--- config.mk ---
export PLATFORM = sky130hd
export DESIGN_NAME = eske_ctrl
export DESIGN_NICKNAME = d
export VERILOG_FILES = /design/src/design/eske_pkg.sv /design/src/design/eske_ctrl.sv
export SDC_FILE = /design/constraint.sdc
export NUM_CORES = 1
export LEC_CHECK = 0
export ABC_CLOCK_PERIOD_IN_PS = 2900
export BUFFER_PORTS_ARGS = -buffer_cell sky130_fd_sc_hd__buf_4
export CELL_PAD_IN_SITES_DETAIL_PLACEMENT = 0
export CELL_PAD_IN_SITES_GLOBAL_PLACEMENT = 2
export CORE_MARGIN = 2
export CORE_UTILIZATION = 22
export CTS_CLUSTER_SIZE = 24
export DETAILED_ROUTE_END_ITERATION = 10
export GPL_ROUTABILITY_DRIVEN = 0
export PLACE_DENSITY_LB_ADDON = 0.1
export SLEW_MARGIN = 20
export SYNTH_ARGS = -nofsm -noshare
export SYNTH_HDL_FRONTEND = slang
export SYNTH_SLANG_ARGS = --single-unit
export TNS_END_PERCENT = 5
--- constraint.sdc ---
create_clock -name clk -period 2.9 [get_ports clk]
set_input_delay 0.58 -clock clk [delete_from_list [all_inputs] [get_ports clk]]
set_output_delay 0.58 -clock clk [all_outputs]
set_load 0.01 [all_outputs]
--- src/design/eske_pkg.sv ---
// ----------------------------------------------------------------------------
// eske_pkg: shared types and constants of the encoder speed estimator
// Holds the controller/datapath command and status words, the result word
// layout and the fixed constants of the M/T speed and Kalman arithmetic.
// ----------------------------------------------------------------------------
`timescale 1ns / 1ps
`default_nettype none

package eske_pkg;

	// 60e6 / 4 quadrature edges = 15e6, times 256 for the Q8.8 gear divisor.
	localparam logic [31:0] RPM_NUM = 32'd3840000000;
	// round(pi / 30 * 2^32)
	localparam logic [28:0] PI_OVER_30_Q32 = 29'd449767923;

	localparam logic [31:0] VAR_RESET  = 32'd256000;
	localparam logic [15:0] PPR_RESET  = 16'd1000;
	localparam logic [15:0] GEAR_RESET = 16'd256;
	localparam logic [23:0] QN_RESET   = 24'd2560;
	localparam logic [23:0] RN_RESET   = 24'd25600;

	localparam logic [16:0] GAIN_ONE = 17'h10000;

	// Configuration register indexes.
	localparam logic [7:0] REG_PPR    = 8'd0;
	localparam logic [7:0] REG_GEAR   = 8'd1;
	localparam logic [7:0] REG_QNOISE = 8'd2;
	localparam logic [7:0] REG_RNOISE = 8'd3;

	typedef struct packed {
		logic load;
		logic mul1;
		logic mul2;
		logic div_start;
		logic upd1;
		logic upd2;
		logic upd3;
		logic rad1;
		logic rad2;
	} eske_cmd_t;

	typedef struct packed {
		logic div_done;
	} eske_status_t;

	// Packed so that filtered_rpm sits in the lowest bits.
	typedef struct packed {
		logic [1:0]  turn_sign;
		logic [16:0] kalman_gain;
		logic [31:0] rad_per_sec;
		logic [31:0] raw_rpm;
		logic [31:0] filtered_rpm;
	} eske_result_t;

endpackage

`default_nettype wire

--- src/design/eske_ctrl.sv ---
// ----------------------------------------------------------------------------
// eske_ctrl: sequencer of the encoder speed estimator
// Steps the datapath via multiply, divide, filter update, rad/s and output.
// ----------------------------------------------------------------------------
`timescale 1ns / 1ps
`default_nettype none

module eske_ctrl import eske_pkg::*; (
	input  logic         clk,
	input  logic         arst_n,
	input  logic         in_fire,
	input  logic         out_free,
	input  eske_status_t status,
	output logic         in_ready,
	output logic         out_load,
	output eske_cmd_t    cmd
);

	localparam logic [3:0] ST_IDLE = 4'd0;
	localparam logic [3:0] ST_MUL1 = 4'd1;
	localparam logic [3:0] ST_MUL2 = 4'd2;
	localparam logic [3:0] ST_DIVS = 4'd3;
	localparam logic [3:0] ST_DIVW = 4'd4;
	localparam logic [3:0] ST_UPD1 = 4'd5;
	localparam logic [3:0] ST_UPD2 = 4'd6;
	localparam logic [3:0] ST_UPD3 = 4'd7;
	localparam logic [3:0] ST_RAD1 = 4'd8;
	localparam logic [3:0] ST_RAD2 = 4'd9;
	localparam logic [3:0] ST_OUT  = 4'd10;

	logic [3:0] state_q;
	logic [3:0] state_d;

	always_comb begin
		state_d = state_q;
		unique case (state_q)
			ST_IDLE: if (in_fire) state_d = ST_MUL1;
			ST_MUL1: state_d = ST_MUL2;
			ST_MUL2: state_d = ST_DIVS;
			ST_DIVS: state_d = ST_DIVW;
			ST_DIVW: if (status.div_done) state_d = ST_UPD1;
			ST_UPD1: state_d = ST_UPD2;
			ST_UPD2: state_d = ST_UPD3;
			ST_UPD3: state_d = ST_RAD1;
			ST_RAD1: state_d = ST_RAD2;
			ST_RAD2: state_d = ST_OUT;
			ST_OUT:  if (out_free) state_d = ST_IDLE;
			default: state_d = ST_IDLE;
		endcase
	end

	always_ff @(posedge clk or negedge arst_n) begin
		if (!arst_n) begin
			state_q <= ST_IDLE;
		end else begin
			state_q <= state_d;
		end
	end

	assign in_ready      = (state_q == ST_IDLE);
	assign out_load      = (state_q == ST_OUT) && out_free;
	assign cmd.load      = in_fire;
	assign cmd.mul1      = (state_q == ST_MUL1);
	assign cmd.mul2      = (state_q == ST_MUL2);
	assign cmd.div_start = (state_q == ST_DIVS);
	assign cmd.upd1      = (state_q == ST_UPD1);
	assign cmd.upd2      = (state_q == ST_UPD2);
	assign cmd.upd3      = (state_q == ST_UPD3);
	assign cmd.rad1      = (state_q == ST_RAD1);
	assign cmd.rad2      = (state_q == ST_RAD2);

endmodule

`default_nettype wire

==> results.md, run 1 <==
* Initial Util at a little under a quarter
* First-pass GRT wire length at 1179 um
* Ports at 16
* Final period utilization at roughly 64%
* Yosys warning total at 0
* Achievable Freq at about 540 MHz
* H-tree depth at 1
* Power Total at about 500 uW
* Biggest regs: state_q: 4 flops
* Synthesized net count at 43
* CP max stage cell: dfrtp_1
* Skew-Pair Late Insertion Delay at approximately 0.23 ns
* 1st-iter DRT viols at 12
* Top-count cell post-synth: nor2_1
* Post-route non-filler standard cell count at 66
* Worst path max stage delay at 0.48 ns
* Count of final hold-check violations at 0
* Startpoint types: flip-flop
* Largest register FFs at 4
* Ys flop type: dfrtp_1
* Post-Syn Area at just over 300 um^2
* Internal at approximately 280 uW
* Final ANT Viol Nets at 0
* Final slew viol count at 0
* Cell taking the most area after synthesis: dfrtp_1
* Share of cells above drive strength 1 at 43.14%
* Slew margin rel. at between 70% and 80%
* CTS root buf: clkbuf_4
* Logic gate share of total power at a little over half
* Endpoint class of the critical path: output pin
* First-pass DRT Iterations at 4
* Sequential-to-total area share from yosys stat at 32.65%
* Library cells used by synthesis at 19
* CTS buffer count at 3
* Placed wire-length estimate at ~540 um
* Die X at about 41 um
* Reg2Reg Setup Slack at 1.79 ns
* GRT Overall Usage at between 10 and 15%
* CP Data Arrival Time at roughly 1.3 ns
* Leakage at between 0.0002 and 0.00025 uW
* Peak supply drop at 443.0 uV
* Sw frac at 43.29%
* # placed instances at 63
* FF-to-FF Start: state_q[1]$_DFFE_PN0P_
* Initial antenna violation count at 0
* Largest reg by FF count: state_q
* Top post-synthesis cells by count: nor2_1 (7), nor3_1 (5), dfrtp_1 (4), nand2b_1 (4), buf_2 (3)
* PostCTS Resize Cnt at 0
* Worst path required time at 2.32 ns
* Hold WC Path Type: input port to asynchronous set/reset pin
* Vias per cell at about 4.6
* Area growth syn-to-layout at 39.18%
* Row count at 13
* WL/cell at 10.88 um
* Antenna Cells at 0
* Die area at ~1700 um^2
* WL final at approximately 720 um
* Setup Skew at around 0.00052 ns
* Core footprint at 1301 um^2
* Die Height at around 41 um
* Synth top area share at 32.65%
* WP buf/inv at 1
* Worst path top cell family by delay: flip-flops
* Mean instance size in the synthesized netlist at just over 8 um^2
* Mapped Cells at 38
* Power per cell area at about 1100 nW/um^2
* Fin area at 426.7 um^2
* CTS Hold Buffers Added at 0
* Clock transition at path regs at around 0.04 ns
* Unrepaired setup endpoints after global routing: no
* Post-synth ARST share at 100.0%
* CTS Buffer Depth at 2
* Via count at just over 300
* Crit path max fanout at 11
* Switching pwr at between 200 and 250 uW
* Crit path time final at between 1.5 and 2 ns
* Top cells by area, synth: dfrtp_1 (33%), nor2_1 (8.6%), nand2b_1 (8.2%)
* Setup Total Neg Slack at 0 ns
* Kind of critical path: flip-flop to output pin
* EDFF count, synth at 0
* Largest net degree at the start of global routing at 12
* Vias in the first global route at approximately 260
* Max-cap violations at 0
* Reg-to-reg critical path endpoint: state_q[0]$_DFFE_PN0P_
* Area post-placement at around 400 um^2
* Sequential share of power at 32.1%
* Clk pwr share at approximately 14%
* Crit-path cells: nand2b_1, nor3_1, buf_4
* Worst-Margin Slew at around 0.33 ns
* Nets at 58
* Status: finished, final reports clean
* PortBufs at 15
* R2R cell count at 2
* DRC violations left at 0
* Final setup viols at 0
* Flop and latch count out of synthesis at 4
* Postcts setup bufs at 0
* GRT overflow at 0
* CTS tree: built
* Critical path depth in cells at 3
* Clock Sinks at 4
[final cells by class]
class / instances / area (um^2)
inverters: 1 / 3.754
clock buffers: 3 / 22.52
multi-input cells: 28 / 168.9
repair buffers: 15 / 112.6
well taps: 15 / 18.77
fillers: 153 / 874.6
flip-flops and latches: 4 / 100.1
[kinds of logic (layout without fill, tap and decap cells)]
group	count (synthesis)	in the layout	synth area share, %
flops	4	4	32.65
compound gates	8	8	21.64
simple gates	20	20	33.47
buf+inv	6	19	12.24
[cell usage in the layout, fill, tap and decap left out, types with 2 or more instances in the layout]
| cell type | count |
|---|---|
| dfrtp_1 | 4 |
| clkbuf_4 | 3 |
| nor3_1 | 5 |
| a21oi_1 | 2 |
| nor2_1 | 7 |
| buf_4 | 15 |
| nand2b_1 | 4 |
[worst reg2reg max path: stages (launching register included)]
cell and delay [ns]:
dfrtp_1 0.46, or2_4 0.30, o32ai_2 0.25
[power groups by stage]
stage,Sequential [uW],Combinational (uW),Clock [uW]
after floorplan,93.8,255,0
after global placement,155,268,0
after detailed placement,156,270,0
after CTS,156,272,70.3
after global routing,170,297,71.8
final,157,267,66.1
[metrics by stage]
stage          worst slack [ns]  utilization [%]  hold WS, ns
3_5_place_dp              1.294            31.06       0.3760
3_3_place_gp              1.280            31.06       0.3755
2_1_floorplan             1.324                -       0.2844
6_report                  1.049            32.79       0.1362
4_1_cts                   1.039            32.79       0.1275
5_1_grt                  0.9456            32.79       0.1280
[routing by layer]
metal | global-route usage [%] | wire, um | share of wire, % | up-vias
met5 | 0 | 0 | 0 | -
met4 | 4.839 | 0 | 0 | 0
met3 | 1.596 | 48 | 6.7 | 0
met2 | 15.63 | 315 | 44 | 11
met1 | 14.38 | 354 | 49 | 137
li1 | - | - | - | 157
[worst max-delay path by stage]
stage,from,endpoint
finish,state_q[2]$_DFFE_PN0P_,out_load
global route,state_q[1]$_DFFE_PN0P_,in_ready
CTS,state_q[2]$_DFFE_PN0P_,out_load
detailed placement,state_q[2]$_DFFE_PN0P_,out_load
global placement,state_q[1]$_DFFE_PN0P_,in_ready
floorplan,state_q[1]$_DFFE_PN0P_,in_ready
Power figures use the tool's default switching activity.
==> run 2, diff against run 1 <==
ABC_CLOCK_PERIOD_IN_PS = 1480   (was 2900)
CORE_UTILIZATION = 19   (was 22)
clock period = 1.48 ns   (was 2.9 ns; I/O delays follow)
==> results.md, run 2 (synthesized netlist as in run 1, its figures left out) <==
* First-pass DRT Iterations at 2 (-2)
* Initial Util at 20.35% (-3.2 points)
* Startpoint types: flip-flop
* Core footprint at 1506 um^2 (+16%)
* Via count at 326 (+6.9%)
* Hold depth at 3
* CTS buffer count at 3 (unchanged)
* Die Height at 44.17 um (+6.9%)
* Skew-Pair Late Insertion Delay at 0.23 ns (about the same)
* H-tree depth at 1 (unchanged)
* Share of cells above drive strength 1 at 56.14% (+13 points)
* Antenna Cells at 0 (unchanged)
* Clk pwr share at 11.8% (-1.7 points)
* Slew margin rel. at 85.49% (+7.2 points)
* Vias per cell at 4.466 (-3.4%)
* Commonest non-fill, non-tap cell in the layout: buf_4
* CTS Buffer Depth at 2 (unchanged)
* # placed instances at 67 (+6.3%)
* FF-to-FF Start: state_q[0]$_DFFE_PN0P_
* Largest net degree at the start of global routing at 11 (-1)
* PnR worst setup slack at 0.007342 ns (-1.042 ns)
* Placed wire-length estimate at 662.6 um (+22%)
* WL/cell at 11.33 um (+4.1%)
* Ports at 16 (unchanged)
* Final setup viols at 0 (unchanged)
* Endpoint class of the critical path: output pin
* Crit path max fanout at 6 (-5)
* Final ANT Viol Nets at 0 (unchanged)
* Nets at 64 (+10%)
* Dpl ws at 0.1608 ns (-1.133 ns)
* Final period utilization at 99.50%
* Largest reg by FF count: state_q
* DRC violations left at 0 (unchanged)
* Clock transition at path regs at 0.03 ns (about the same)
* PortBufs at 15 (unchanged)
* Leakage at 0.0002550 uW (+23%)
* Area growth syn-to-layout at 64.08%
* Peak supply drop at 801.4 uV (+81%)
* Status: finished, final reports clean
* Switching pwr at 463.6 uW (+120%)
* Logic gate share of total power at 64.9% (+10 points)
* Core Util, Final at 33.39% (+0.60 points)
* Row count at 14 (+1)
* GRT Overall Usage at 9.283% (-1.1 points)
* Worst hold slack at 0.3551 ns (+0.2189 ns)
* Biggest regs: state_q: 4 flops
* Reg-to-reg critical path endpoint: state_q[0]$_DFFE_PN0P_
* WL final at 827 um (+15%)
* Setup Skew at 0.003834 ns (+0.003316 ns)
* Power per cell area at 2241 nW/um^2 (+95%)
* GRT overflow at 0 (unchanged)
* Count of final hold-check violations at 0 (unchanged)
* Largest register FFs at 4 (unchanged)
* Vias in the first global route at 300 (+15%)
* Hold WC Path Type: input port to flip-flop
* Achievable Freq at around 680 MHz
* CTS root buf: clkbuf_4
* Post-route non-filler standard cell count at 73 (+11%)
* Worst-Margin Slew at 0.2177 ns (-0.1080 ns)
* Crit path time final at 1.473 ns
* Clock Sinks at 4 (unchanged)
* Worst path required time at 1.18 ns (-1.14 ns)
* 1st-iter DRT viols at 3 (-9)
* First-pass GRT wire length at 1283 um (+8.8%)
* Kind of critical path: flip-flop to output pin
* Fillers at 161 (+5.2%)
* Sw frac at 41.12% (-2.2 points)
* Die X at 44.17 um (+6.9%)
* Initial antenna violation count at 0 (unchanged)
* Most frequent cells in the layout: buf_4 (19), nor2_1 (7), nor3_1 (3), clkbuf_4 (3)
* Internal at 663.8 uW (+140%)
* Hold Path Sink: state_q[0]$_DFFE_PN0P_
* Die area at 1951 um^2 (+14%)
* Unrepaired setup endpoints after global routing: yes
* R2R cell count at 3 (+1)
* CTS tree: built
* Reg2Reg Setup Slack at 0.31 ns (-1.48 ns)
* HP Start: status
* Max-cap violations at 0 (unchanged)
* Final slew viol count at 0 (unchanged)
* Power Total at 1127 uW (+130%)
* Sequential share of power at 23.3% (-8.8 points)
* CP Data Arrival Time at 1.18 ns (-0.09 ns)
-- run 2: cell count changes in the layout (fill, tap and decap cells not counted), sizes merged --
cell / previous run / this run
buf: 15 / 19
dlymetal6s2s: 0 / 1
dlygate4sd3: 0 / 1
-- run 2: stage by stage --
| step | instance area, um^2 | TNS, ns |
|---|---|---|
| after global routing | 503.0 | -0.3132 |
| final | 503.0 | 0 |
| after global placement | 427.9 | 0 |
| after CTS | 466.7 | -0.1358 |
| after floorplan | 306.5 | 0 |
| after detailed placement | 427.9 | 0 |
-- run 2: critical path: stages, from the launching register on --
cell      delay (ns)
dfrtp_2         0.44
nand2b_1        0.19
nor3_1          0.16
buf_4           0.15
-- run 2: timing repair --
item | in CTS | in global routing
hold buffers | 1 | 0
gates resized for setup | 2 | 4
endpoints found under the setup margin | 5 | 9
setup buffers | 0 | 2
pin swaps | 0 | 1
hold endpoints to repair | 4 | 0
-- run 2: area by class of cell --
class | count | area (um^2) | share of cell area [%]
clock buffers | 3 | 22.52 | 4.478
inverters | 1 | 3.754 | 0.7463
multi-input cells | 28 | 188.9 | 37.56
flip-flops and latches | 4 | 102.6 | 20.40
well taps | 16 | 20.02 | 3.980
repair buffers | 21 | 165.2 | 32.84
-- run 2: worst max path at each step --
stage	depth (start not counted)	from	slack [ns]	end
after floorplan	3	state_q[1]$_DFFE_PN0P_	0.19	in_ready
after CTS	3	state_q[0]$_DFFE_PN0P_	-0.06	cmd[6]
after global placement	3	state_q[0]$_DFFE_PN0P_	0.18	in_ready
after global routing	3	state_q[3]$_DFFE_PN0P_	-0.05	cmd[4]
after detailed placement	3	state_q[0]$_DFFE_PN0P_	0.16	cmd[6]
final	3	state_q[1]$_DFFE_PN0P_	0.007	cmd[7]
-- run 2: per-layer routing --
| metal | GRT usage [%] | part of all wire (%) |
|---|---|---|
| met5 | 0 | 0 |
| met4 | 1.818 | 0 |
| met3 | 6.531 | 5.7 |
| met2 | 14.41 | 54 |
| met1 | 10.50 | 41 |
-- run 2: power by group through the flow --
| stage | clock network [uW] | logic (uW) | registers [uW] |
|---|---|---|---|
| after CTS | 140 | 664 | 260 |
| after floorplan | 0 | 499 | 184 |
| after global placement | 0 | 642 | 258 |
| final | 133 | 732 | 262 |
| after detailed placement | 0 | 649 | 258 |
| after global routing | 150 | 801 | 277 |
==> run 3, diff against run 2 <==
--- a/config.mk
+++ b/config.mk
@@ -8,10 +8,11 @@
 export ABC_CLOCK_PERIOD_IN_PS = 1480
 export BUFFER_PORTS_ARGS = -buffer_cell sky130_fd_sc_hd__buf_4
+export CAP_MARGIN = 20
 export CELL_PAD_IN_SITES_DETAIL_PLACEMENT = 0
-export CELL_PAD_IN_SITES_GLOBAL_PLACEMENT = 2
-export CORE_MARGIN = 2
-export CORE_UTILIZATION = 19
+export CELL_PAD_IN_SITES_GLOBAL_PLACEMENT = 1
+export CORE_AREA = 2 2 39 41
 export CTS_CLUSTER_SIZE = 24
 export DETAILED_ROUTE_END_ITERATION = 10
+export DIE_AREA = 0 0 41 43
 export GPL_ROUTABILITY_DRIVEN = 0
 export PLACE_DENSITY_LB_ADDON = 0.1
==> constraint.sdc (replaced) <==
create_clock -name clk -period 1.48 [get_ports clk]
set_input_delay 0.296 -clock clk [delete_from_list [all_inputs] [get_ports clk]]
set_output_delay 0.296 -clock clk [all_outputs]
set_load 0.02 [all_outputs]
==> results.md, run 3 (synthesized netlist as in run 1, its figures left out) <==
* HP Start: status
* H-tree depth at 1 (unchanged)
* First-pass GRT wire length at 1200 um (-6.5%)
* Initial Util at 22.15% (+1.8 points)
* Nets at 65 (+1.6%)
* Crit path time final at 1.495 ns (+0.02198 ns)
* Hold Path Sink: state_q[0]$_DFFE_PN0P_
* Dpl ws at 0.2078 ns (+0.04696 ns)
* Final setup viols at 2 (+2)
* Largest reg by FF count: state_q
* Worst hold slack at 0.3492 ns (-0.005870 ns)
* Most frequent cells in the layout: buf_4 (21), nor2_1 (7)
* Endpoint class of the critical path: output pin
* Worst-Margin Slew at 0.2700 ns (+0.05239 ns)
* Share of cells above drive strength 1 at 60.34% (+4.2 points)
* Max-cap violations at 0 (unchanged)
* WL final at 847 um (+2.4%)
* Setup Skew at 0.005668 ns (+0.001834 ns)
* PnR worst setup slack at -0.01464 ns (-0.02198 ns)
* Hold depth at 3 (unchanged)
* Met3 WL post-DR at 39 um (-17%)
* Internal at 680.3 uW (+2.5%)
* Count of final hold-check violations at 0 (unchanged)
* CTS root buf: clkbuf_4
* WL/cell at 11.45 um (+1.0%)
* Commonest non-fill, non-tap cell in the layout: buf_4
* Met2 WL at 451 um (+1.6%)
* Via count at 334 (+2.5%)
* Fin area at 509.2 um^2 (+1.2%)
* CTS tree: built
* Worst path required time at 1.18 ns (about the same)
* Core Util, Final at 36.80% (+3.4 points)
* Crit path max fanout at 6 (unchanged)
* Die area at 1763 um^2 (-9.6%)
* Core footprint at 1384 um^2 (-8.1%)
* Area growth syn-to-layout at 66.12%
* Ports at 16 (unchanged)
* Area post-placement at 440.4 um^2 (+2.9%)
* Switching pwr at 541.7 uW (+17%)
* Reg2Reg Setup Slack at 0.34 ns (+0.03 ns)
* Clock Sinks at 4 (unchanged)
* Placed wire-length estimate at 656.9 um (-0.86%)
* Power per cell area at 2400 nW/um^2 (+7.1%)
* CTS buffer count at 3 (unchanged)
* DRC violations left at 0 (unchanged)
* Die Height at 43 um (-2.6%)
* Status: finished with violations
* GRT overflow at 0 (unchanged)
* Largest register FFs at 4 (unchanged)
* FF-to-FF Start: state_q[3]$_DFFE_PN0P_
* Failing checks: setup timing
* Leakage at 0.0002506 uW (-1.7%)
* Antenna Cells at 0 (unchanged)
* Clk pwr share at 10.7% (-1.1 points)
* Vias per cell at 4.514 (+1.1%)
* Skew-Pair Late Insertion Delay at 0.23 ns (about the same)
* Startpoint types: flip-flop
* Final ANT Viol Nets at 0 (unchanged)
* Logic gate share of total power at 67.4% (+2.5 points)
* R2R cell count at 3 (unchanged)
* Slew margin rel. at 82.00% (-3.5 points)
* Biggest regs: state_q: 4 flops
* Crit path from: state_q[1]$_DFFE_PN0P_
* Clock transition at path regs at 0.04 ns (about the same)
* Die X at 41 um (-7.2%)
* Sw frac at 44.33% (+3.2 points)
* Vias in the first global route at 311 (+3.7%)
* 1st-iter DRT viols at 1 (-2)
* Post-route non-filler standard cell count at 74 (+1.4%)
* Kind of critical path: flip-flop to output pin
* First-pass DRT Iterations at 2 (unchanged)
* # placed instances at 68 (+1.5%)
* DR top layer: met3
* Final slew viol count at 0 (unchanged)
* Largest net degree at the start of global routing at 7 (-4)
* Unrepaired setup endpoints after global routing: yes
* GRT Overall Usage at 10.18% (+0.90 points)
* Met1 wire length at 355 um (+6.0%)
* Sequential share of power at 21.8% (-1.5 points)
* Initial antenna violation count at 0 (unchanged)
* Peak supply drop at 739.9 uV (-7.7%)
* PortBufs at 15 (unchanged)
* Reg-to-reg critical path endpoint: state_q[1]$_DFFE_PN0P_
* CTS Buffer Depth at 2 (unchanged)
* Final period utilization at 101.0% (+1.5 points)
* Row count at 14 (unchanged)
* Achievable Freq at 669.1 MHz (-1.5%)
* Hold WC Path Type: input port to flip-flop
* CP Data Arrival Time at 1.20 ns (+0.02 ns)
-- run 3: timing repair --
action | CTS | global route
resized for setup | 0 | 6
setup endpoints to repair | 5 | 10
pin swaps | 1 | 0
hold buffers | 1 | 0
buffers inserted | 2 | 0
cloned | 0 | 0
hold endpoints to repair | 4 | 0
-- run 3: worst max-delay path by stage --
stage                          end  slack [ns]
after global routing        cmd[5]       -0.07
after CTS                 out_load       -0.03
after floorplan           out_load        0.02
after detailed placement    cmd[6]        0.21
after global placement      cmd[1]        0.21
final                     in_ready       -0.01
-- run 3: cell type report --
class                           instances  area, um^2
Clock buffer                            3       22.52
Fill cell                             145       874.6
Inverter                                1       3.754
Multi-Input combinational cell         28       191.4
Sequential cell                         4       103.9
Tap cell                               16       20.02
Timing Repair Buffer                   22       167.7
-- run 3: stage by stage --
stage	total power, uW	setup TNS, ns
after floorplan	760.7	0
after global placement	1007	0
after detailed placement	1000	0
after CTS	1179	-0.09888
after global routing	1326	-0.4401
final	1222	-0.01744
-- run 3: metal layers --
| metal | global-route usage, % | vias to the layer above |
|---|---|---|
| li1 | - | 169 |
| met1 | 12.38 | 157 |
| met2 | 15.00 | 8 |
| met3 | 6.283 | 0 |
| met4 | 2.000 | 0 |
| met5 | 0 | - |
-- run 3: power by group through the flow --
stage                     logic [uW]  registers, uW  clock network (uW)
after floorplan                  577            184                   0
after global placement           753            254                   0
after detailed placement         750            250                   0
after CTS                        797            244                 138
after global routing             900            279                 147
final                            824            267                 131
-- run 3: worst max-delay path: stages (launching register included) --
cell and delay, ns:
dfrtp_2 0.44, or2_4 0.26, nor3_2 0.10, buf_4 0.16
